<file path="src/rtl/lifo_stack_with_search_macros.svh">
// Assertion macros shared by the stack RTL.
`ifndef LIFO_STACK_WITH_SEARCH_MACROS_SVH
`define LIFO_STACK_WITH_SEARCH_MACROS_SVH

// Checks that a condition holds at every clock edge outside reset.
`define LSS_ASSERT_ALWAYS(label, cond, msg) \
    label: assert property (@(posedge i_clk) disable iff (!i_rst_n) (cond)) else $error(msg);

// Checks that a consequent holds in the cycle after its antecedent.
`define LSS_ASSERT_NEXT(label, ante, cons, msg) \
    label: assert property (@(posedge i_clk) disable iff (!i_rst_n) (ante) |=> (cons)) \
        else $error(msg);

`endif

</file>
<file path="src/rtl/lss_pkg.sv">
// Shared constants and types of the stack with search.
package lss_pkg;

    localparam int DEPTH_DEF = 64;
    localparam int WORD_W    = 32;
    localparam int KIND_W    = 2;
    localparam int STATUS_W  = 2;

    localparam logic [KIND_W-1:0] KIND_PUSH   = 2'd0;
    localparam logic [KIND_W-1:0] KIND_POP    = 2'd1;
    localparam logic [KIND_W-1:0] KIND_SEARCH = 2'd2;

    localparam logic [STATUS_W-1:0] STATUS_OK       = 2'd0;
    localparam logic [STATUS_W-1:0] STATUS_OVERFLOW = 2'd1;
    localparam logic [STATUS_W-1:0] STATUS_EMPTY    = 2'd2;

    typedef enum logic [3:0] {
        ST_IDLE   = 4'b0001,
        ST_POP_RD = 4'b0010,
        ST_SEARCH = 4'b0100,
        ST_EMIT   = 4'b1000
    } t_state;

endpackage

</file>
<file path="src/rtl/lss_ram.sv">
// Generic single-clock RAM with one write port and one registered read port.
module lss_ram #(
    parameter int WIDTH = 32,
    parameter int DEPTH = 64
) (
    input  logic                     i_clk,
    input  logic                     i_we,
    input  logic [$clog2(DEPTH)-1:0] i_waddr,
    input  logic [WIDTH-1:0]         i_wdata,
    input  logic [$clog2(DEPTH)-1:0] i_raddr,
    output logic [WIDTH-1:0]         o_rdata
);

    logic [WIDTH-1:0] r_mem [DEPTH];
    logic [WIDTH-1:0] r_rdata;

    always_ff @(posedge i_clk) begin
        if (i_we) begin
            r_mem[i_waddr] <= i_wdata;
        end
        r_rdata <= r_mem[i_raddr];
    end

    assign o_rdata = r_rdata;

endmodule

</file>
<file path="src/rtl/lifo_stack_with_search.sv">
// LIFO stack of signed words with push, pop and search; words live in one RAM.
// Push, overflow, empty pop, empty search and unused kinds: output register loaded at accept.
// Pop: RAM read of the top entry in ST_POP_RD, then the result stage ST_EMIT.
// Search: one RAM entry compared per cycle, from the top down to a hit or the bottom entry.
// One transaction is in work at a time; a result waiting in the output register holds off
// the next accept. Synchronous active-low reset empties the stack; RAM is not cleared.
`include "lifo_stack_with_search_macros.svh"

module lifo_stack_with_search #(
    parameter int DEPTH = lss_pkg::DEPTH_DEF
) (
    input  logic                          i_clk,
    input  logic                          i_rst_n,
    // Input stream.
    input  logic                          s_axis_tvalid,
    output logic                          s_axis_tready,
    input  logic [lss_pkg::WORD_W-1:0]    s_axis_tdata,  // [31:0] value (signed)
    input  logic [lss_pkg::KIND_W-1:0]    s_axis_tuser,  // [1:0] kind
    // Result stream.
    output logic                          m_axis_tvalid,
    input  logic                          m_axis_tready,
    output logic [lss_pkg::WORD_W-1:0]    m_axis_tdata,  // [31:0] popped_word (signed)
    output logic [lss_pkg::STATUS_W:0]    m_axis_tuser   // [1:0] status, [2] found
);

    localparam int AW = (DEPTH > 1) ? $clog2(DEPTH) : 1;
    localparam int CW = $clog2(DEPTH + 1);
    localparam int WW = lss_pkg::WORD_W;
    localparam int SW = lss_pkg::STATUS_W;

    lss_pkg::t_state r_state, n_state;

    // The fill count is the stack pointer: the top word sits at r_count - 1.
    logic [CW-1:0] r_count, n_count;
    // Search cursor: the entry whose read data arrives in the current cycle.
    logic [AW-1:0] r_idx, n_idx;
    logic signed [WW-1:0] r_key, n_key;

    // Result of a multi-cycle transaction, held until the output register is free.
    logic signed [WW-1:0] r_res_word, n_res_word;
    logic                 r_res_found, n_res_found;

    // Output register; it decouples the result stream from the engine.
    logic                 r_m_valid;
    logic signed [WW-1:0] r_m_word;
    logic [SW-1:0]        r_m_status;
    logic                 r_m_found;

    logic                 w_in_acc;
    logic                 w_out_free;
    logic                 w_idle;
    logic                 w_in_search;
    logic                 w_full;
    logic                 w_empty;
    logic [CW-1:0]        w_top;
    logic [AW-1:0]        w_top_addr;
    logic                 w_push_full;
    logic                 w_out_overflow;

    logic                 w_we;
    logic [AW-1:0]        w_raddr;
    logic [WW-1:0]        w_rdata;
    logic                 w_hit;

    logic                 w_load;
    logic signed [WW-1:0] w_out_word;
    logic [SW-1:0]        w_out_status;
    logic                 w_out_found;

    lss_ram #(
        .WIDTH (WW),
        .DEPTH (DEPTH)
    ) u_ram (
        .i_clk   (i_clk),
        .i_we    (w_we),
        .i_waddr (r_count[AW-1:0]),
        .i_wdata (s_axis_tdata),
        .i_raddr (w_raddr),
        .o_rdata (w_rdata)
    );

    assign w_idle        = (r_state == lss_pkg::ST_IDLE);
    assign w_in_search   = (r_state == lss_pkg::ST_SEARCH);
    assign w_out_free    = !r_m_valid || m_axis_tready;
    assign s_axis_tready = w_idle && w_out_free;
    assign w_in_acc      = s_axis_tvalid && s_axis_tready;

    assign w_full     = (r_count == CW'(DEPTH));
    assign w_empty    = (r_count == '0);
    assign w_top      = r_count - 1'b1;
    assign w_top_addr = w_top[AW-1:0];
    assign w_hit      = ($signed(w_rdata) == r_key);

    // Short operations finish in the accept cycle and go straight to the output
    // register; a pop or a search of a non-empty stack walks through the RAM and finishes in ST_EMIT.
    always_comb begin
        n_state      = r_state;
        n_count      = r_count;
        n_idx        = r_idx;
        n_key        = r_key;
        n_res_word   = r_res_word;
        n_res_found  = r_res_found;
        w_we         = 1'b0;
        w_raddr      = w_top_addr;
        w_load       = 1'b0;
        w_out_word   = '0;
        w_out_status = lss_pkg::STATUS_OK;
        w_out_found  = 1'b0;

        unique case (r_state)
            lss_pkg::ST_IDLE: begin
                if (w_in_acc) begin
                    priority if (s_axis_tuser == lss_pkg::KIND_PUSH) begin
                        w_load = 1'b1;
                        if (w_full) begin
                            w_out_status = lss_pkg::STATUS_OVERFLOW;
                        end else begin
                            w_we    = 1'b1;
                            n_count = r_count + 1'b1;
                        end
                    end else if (s_axis_tuser == lss_pkg::KIND_POP) begin
                        if (w_empty) begin
                            w_load       = 1'b1;
                            w_out_status = lss_pkg::STATUS_EMPTY;
                        end else begin
                            n_count = w_top;
                            n_state = lss_pkg::ST_POP_RD;
                        end
                    end else if (s_axis_tuser == lss_pkg::KIND_SEARCH) begin
                        if (w_empty) begin
                            w_load = 1'b1;
                        end else begin
                            n_idx   = w_top_addr;
                            n_key   = s_axis_tdata;
                            n_state = lss_pkg::ST_SEARCH;
                        end
                    end else begin
                        // Unused kind: no operation, all-zero result.
                        w_load = 1'b1;
                    end
                end
            end
            lss_pkg::ST_POP_RD: begin
                n_res_word  = w_rdata;
                n_res_found = 1'b0;
                n_state     = lss_pkg::ST_EMIT;
            end
            lss_pkg::ST_SEARCH: begin
                // Prefetch the next entry down while comparing the current one.
                w_raddr = r_idx - 1'b1;
                if (w_hit || (r_idx == '0)) begin
                    n_res_word  = '0;
                    n_res_found = w_hit;
                    n_state     = lss_pkg::ST_EMIT;
                end else begin
                    n_idx = r_idx - 1'b1;
                end
            end
            lss_pkg::ST_EMIT: begin
                if (w_out_free) begin
                    w_load      = 1'b1;
                    w_out_word  = r_res_word;
                    w_out_found = r_res_found;
                    n_state     = lss_pkg::ST_IDLE;
                end
            end
            default: begin
                n_state = lss_pkg::ST_IDLE;
            end
        endcase
    end

    always_ff @(posedge i_clk) begin
        if (!i_rst_n) begin
            r_state   <= lss_pkg::ST_IDLE;
            r_count   <= '0;
            r_m_valid <= 1'b0;
        end else begin
            r_state <= n_state;
            r_count <= n_count;
            if (w_load) begin
                r_m_valid <= 1'b1;
            end else if (m_axis_tready) begin
                r_m_valid <= 1'b0;
            end
        end
    end

    always_ff @(posedge i_clk) begin
        r_idx       <= n_idx;
        r_key       <= n_key;
        r_res_word  <= n_res_word;
        r_res_found <= n_res_found;
        if (w_load) begin
            r_m_word   <= w_out_word;
            r_m_status <= w_out_status;
            r_m_found  <= w_out_found;
        end
    end

    assign m_axis_tvalid = r_m_valid;
    assign m_axis_tdata  = r_m_word;
    assign m_axis_tuser  = {r_m_found, r_m_status};

    // A push into a full stack must come out as an overflow result on the next cycle.
    assign w_push_full    = w_in_acc && (s_axis_tuser == lss_pkg::KIND_PUSH) && w_full;
    assign w_out_overflow = m_axis_tvalid && (m_axis_tuser[SW-1:0] == lss_pkg::STATUS_OVERFLOW);

    `LSS_ASSERT_ALWAYS(a_count_bound, r_count <= CW'(DEPTH), "fill count exceeds depth")
    `LSS_ASSERT_ALWAYS(a_ready_idle, !s_axis_tready || w_idle, "ready outside idle")
    `LSS_ASSERT_NEXT(a_overflow, w_push_full, w_out_overflow, "full push without overflow")
    `LSS_ASSERT_NEXT(a_search_keeps, w_in_search, $stable(r_count), "search changed the count")
    `LSS_ASSERT_ALWAYS(a_no_overwrite, !w_load || w_out_free, "output overwritten while stalled")

endmodule

</file>
<file path="config.mk">
export PLATFORM = sky130hd
export DESIGN_NAME = lifo_stack_with_search
export DESIGN_NICKNAME = d
export VERILOG_FILES = /design/src/rtl/lss_pkg.sv /design/src/rtl/lss_ram.sv /design/src/rtl/lifo_stack_with_search.sv
export VERILOG_INCLUDE_DIRS = /design/src /design/src/rtl
export SDC_FILE = /design/constraint.sdc
export NUM_CORES = 2
export LEC_CHECK = 0
export BUFFER_PORTS_ARGS = -buffer_cell sky130_fd_sc_hd__buf_2
export CAP_MARGIN = 10
export CORE_MARGIN = 2
export CORE_UTILIZATION = 30
export CTS_CLUSTER_DIAMETER = 200
export DETAILED_ROUTE_END_ITERATION = 8
export SLEW_MARGIN = 25
export SYNTH_ARGS = -nofsm -noshare
export SYNTH_HDL_FRONTEND = slang
export SYNTH_SLANG_ARGS = --single-unit
</file>
<file path="constraint.sdc">
create_clock -name i_clk -period 6.3 [get_ports i_clk]
set_input_delay 1.26 -clock i_clk [delete_from_list [all_inputs] [get_ports i_clk]]
set_output_delay 1.26 -clock i_clk [all_outputs]
set_load 0.005 [all_outputs]
</file>
==> flow_summary.yaml <==
floorplanning:
  die_y_um: 536
  core_um2: 282000
  die_w_um: 536
  placementRows: 195
  initial_core_util: 0.301
  dieArea_um2: 287000
  io_pins: 75
timing:
  setup_ws_ps: 1700
  max_slew_margin: 0.259
  tns_ps: 0
  clock_skew_ps: 58.9
  worst_slew_pin_slew_ps: 1110
  hold_viol_final: 0
  max_freq_mhz: 217
  drv_slew: 0
  grt_setup_unrepaired: "false"
  fin_crit_ps: 4600
  finalSetupViolCount: 0
  fin_crit_sh: 0.731
critical_path:
  cp-start-kind: "register"
  endpoint: "u_ram.o_rdata[6]$_DFF_P_"
  crit_path_start: "r_state[3]$_SDFFE_PN0P_"
  cp.required_ps: 7040
  worstPathMaxFanout: 60
  critPathCaptureType: "register"
  ff2ff_path_depth: 9
  reg2reg_slack_ps: 1700
  rr_startpoint: "r_state[3]$_SDFFE_PN0P_"
  critPathKind: "register to register"
  reg2reg_to: "u_ram.o_rdata[6]$_DFF_P_"
  critPathArrivalTime_ps: 5340
final_layout:
  instances_no_fill: 10400
  final_cell_mix: "edfxtp_1, nand2_1, nand3_1, nand4_1, clkbuf_16"
  syn_to_final_growth_pct: 14.8
  layout_commonest_cell: "edfxtp_1"
  layout-drive-gt1-share: 0.0955
  design_area_um2: 97300
  final_nets: 6523
worst_hold_path:
  whs_path_depth: 1
  hold_path_class: "register to register"
  hold_start: "r_res_word[29]$_SDFFCE_PP0P_"
global_routing:
  grt_pass1_wl_um: 355000
  grt_pass1_vias: 50400
  grt-ovfl-total: 0
  grtUsageTotal: 0.167
  grt_start_max_net_pins: 191
  antenna_found_initial: 22
pwr:
  power_switching_share: 0.367
  p_seq_frac: 0.401
  pwr-share-clk: 0.298
  p_int_w: 0.0267
  p_sw_w: 0.0155
  ir_worst_vdd_mv: 0.796
  combPwrFrac: 0.300
  powerDensity_nw_per_um2: 434
  power.leakage_nw: 31.8
clock_tree:
  cts_hold_buffers: 0
  cts.sinks: 2198
  post_cts_buffers: 0
  clockBufferDepth: 3
  cts-resized-gates: 0
  tritoncts: "done"
  cts-root-buf: "clkbuf_16"
  cts_buffers: 217
  htree_levels: 4
  clk_latency_ps: 880
  cts.reportedPaths.clkPinSlew_ps: 60
synth:
  syn_area_um2: 84800
  async_reset_ff_frac: 0
  synthesis.nets: 6449
  synth_seq_cells: 2198
  avgSynthCellArea_um2: 13.2
  ys_types: 49
  synth-edff-count: 2154
  syn_inst: 6406
  ys.warnings.count: 0
  synthFlopType: "edfxtp_1"
  ys_seq_area_frac: 0.773
placement:
  io_buffers: 74
  dp_cells: 10000
  placedInstanceArea_um2: 90300
  dp_hpwl_um: 137000
  globalplace.congestion: 0.850
  pre_cts_slack_ps: 1570
route:
  post_drt_wl_per_cell_um: 23.6
  finalWirelength_um: 246000
  ant_nets: 0
  detailedRoute.firstIterationViolations: 7261
  avgViaCountPerCell: 5.10
  vias: 53100
  first_pass_iters: 6
  drc_errors: 0
job:
  maxCapViolCount: 0
outcome:
  status: "completed"
[layout make-up]
type                            count  area (um^2)
Multi-Input combinational cell   3812        18000
Sequential cell                  2198        65600
Antenna cell                        6         15.0
Clock inverter                    121         1110
Fill cell                       27100       184000
Inverter                           11         48.8
Clock buffer                      289         5830
Timing Repair Buffer              240         2050
Tap cell                         3743         4680
[sequential cells by signal (all words and copies together), names as in the netlist]
name	cells
r_res_found	1
r_key	32
u_ram.r_mem	2048
r_idx	6
r_count	7
m_axis_tdata	32
r_m_found	1
m_axis_tvalid	1
r_state	4
r_res_word	32
r_m_status	2
u_ram.o_rdata	32
[synthesized netlist by cell type, types with 5 or more instances]
master,count,area (um^2)
or4_1,32,240
clkbuf_1,250,938
dfxtp_1,44,881
mux2i_1,5,50.1
buf_2,87,435
buf_1,19,71.3
ha_1,5,62.6
nand4_1,266,1660
nor4_1,5,31.3
nand3_1,1034,5170
a21oi_1,5,25.0
nor3_1,8,40.0
nor2_1,78,293
buf_4,15,113
inv_1,8,30.0
o22ai_1,128,801
nand2b_1,8,50.1
o21ai_0,7,35.0
nor2b_1,6,37.5
xnor2_1,48,420
edfxtp_1,2154,64700
nand2_1,2072,7780
buf_6,13,146
and2_1,72,450
[stage by stage]
stage	utilization	power (W)	hold WS (ps)
floorplan	-	0.0239	497
global placement	0.320	0.0297	511
detailed placement	0.321	0.0298	508
CTS	0.345	0.0422	501
global route	0.346	0.0437	521
finish	0.346	0.0422	500
[worst min-delay path by stage]
stage	end	slack (ps)
4_1_cts	m_axis_tdata[29]$_SDFFCE_PN0P_	500
3_3_place_gp	m_axis_tdata[10]$_SDFFCE_PN0P_	510
3_5_place_dp	r_m_found$_SDFFCE_PN0P_	510
2_1_floorplan	m_axis_tdata[0]$_SDFFCE_PN0P_	500
6_report	m_axis_tdata[29]$_SDFFCE_PN0P_	500
5_1_grt	m_axis_tdata[29]$_SDFFCE_PN0P_	520
[critical path, stage by stage (launching register included)]
cell     delay, ps
dfxtp_1        440
or4b_1         960
mux2_4         480
nor2_4         580
buf_12         390
buf_12         310
nand3_1        110
nand4_1        220
o22ai_1        250
or4_1          580
[per-layer routing]
layer	up-vias	global-route usage	part of all wire
met1	26800	0.233	0.42
met4	8	0.0624	0.035
met3	408	0.0298	0.090
li1	23400	-	-
met2	2531	0.261	0.45
met5	-	0	0.00020
[power groups by stage]
stage                     clock, W  combinational [W]  sequential, W
final                       0.0126             0.0127         0.0169
after floorplan                  0            0.00697         0.0169
after global routing        0.0133             0.0134         0.0169
after CTS                   0.0128             0.0126         0.0169
after global placement           0             0.0125         0.0172
after detailed placement         0             0.0126         0.0172
[cells by family (layout without fill, tap and decap cells)]
logic type,after synthesis,in the layout,synth area share
fa+ha+maj,5,5,0.000738
simple gates,3602,3602,0.188
other cells,0,6,0
buf+inv,396,661,0.0207
flops,2198,2198,0.773
xor+xnor,50,50,0.00517
compound gates,148,148,0.0109
mux,7,7,0.000900
Note: power is estimated with default switching activity, not from simulation.
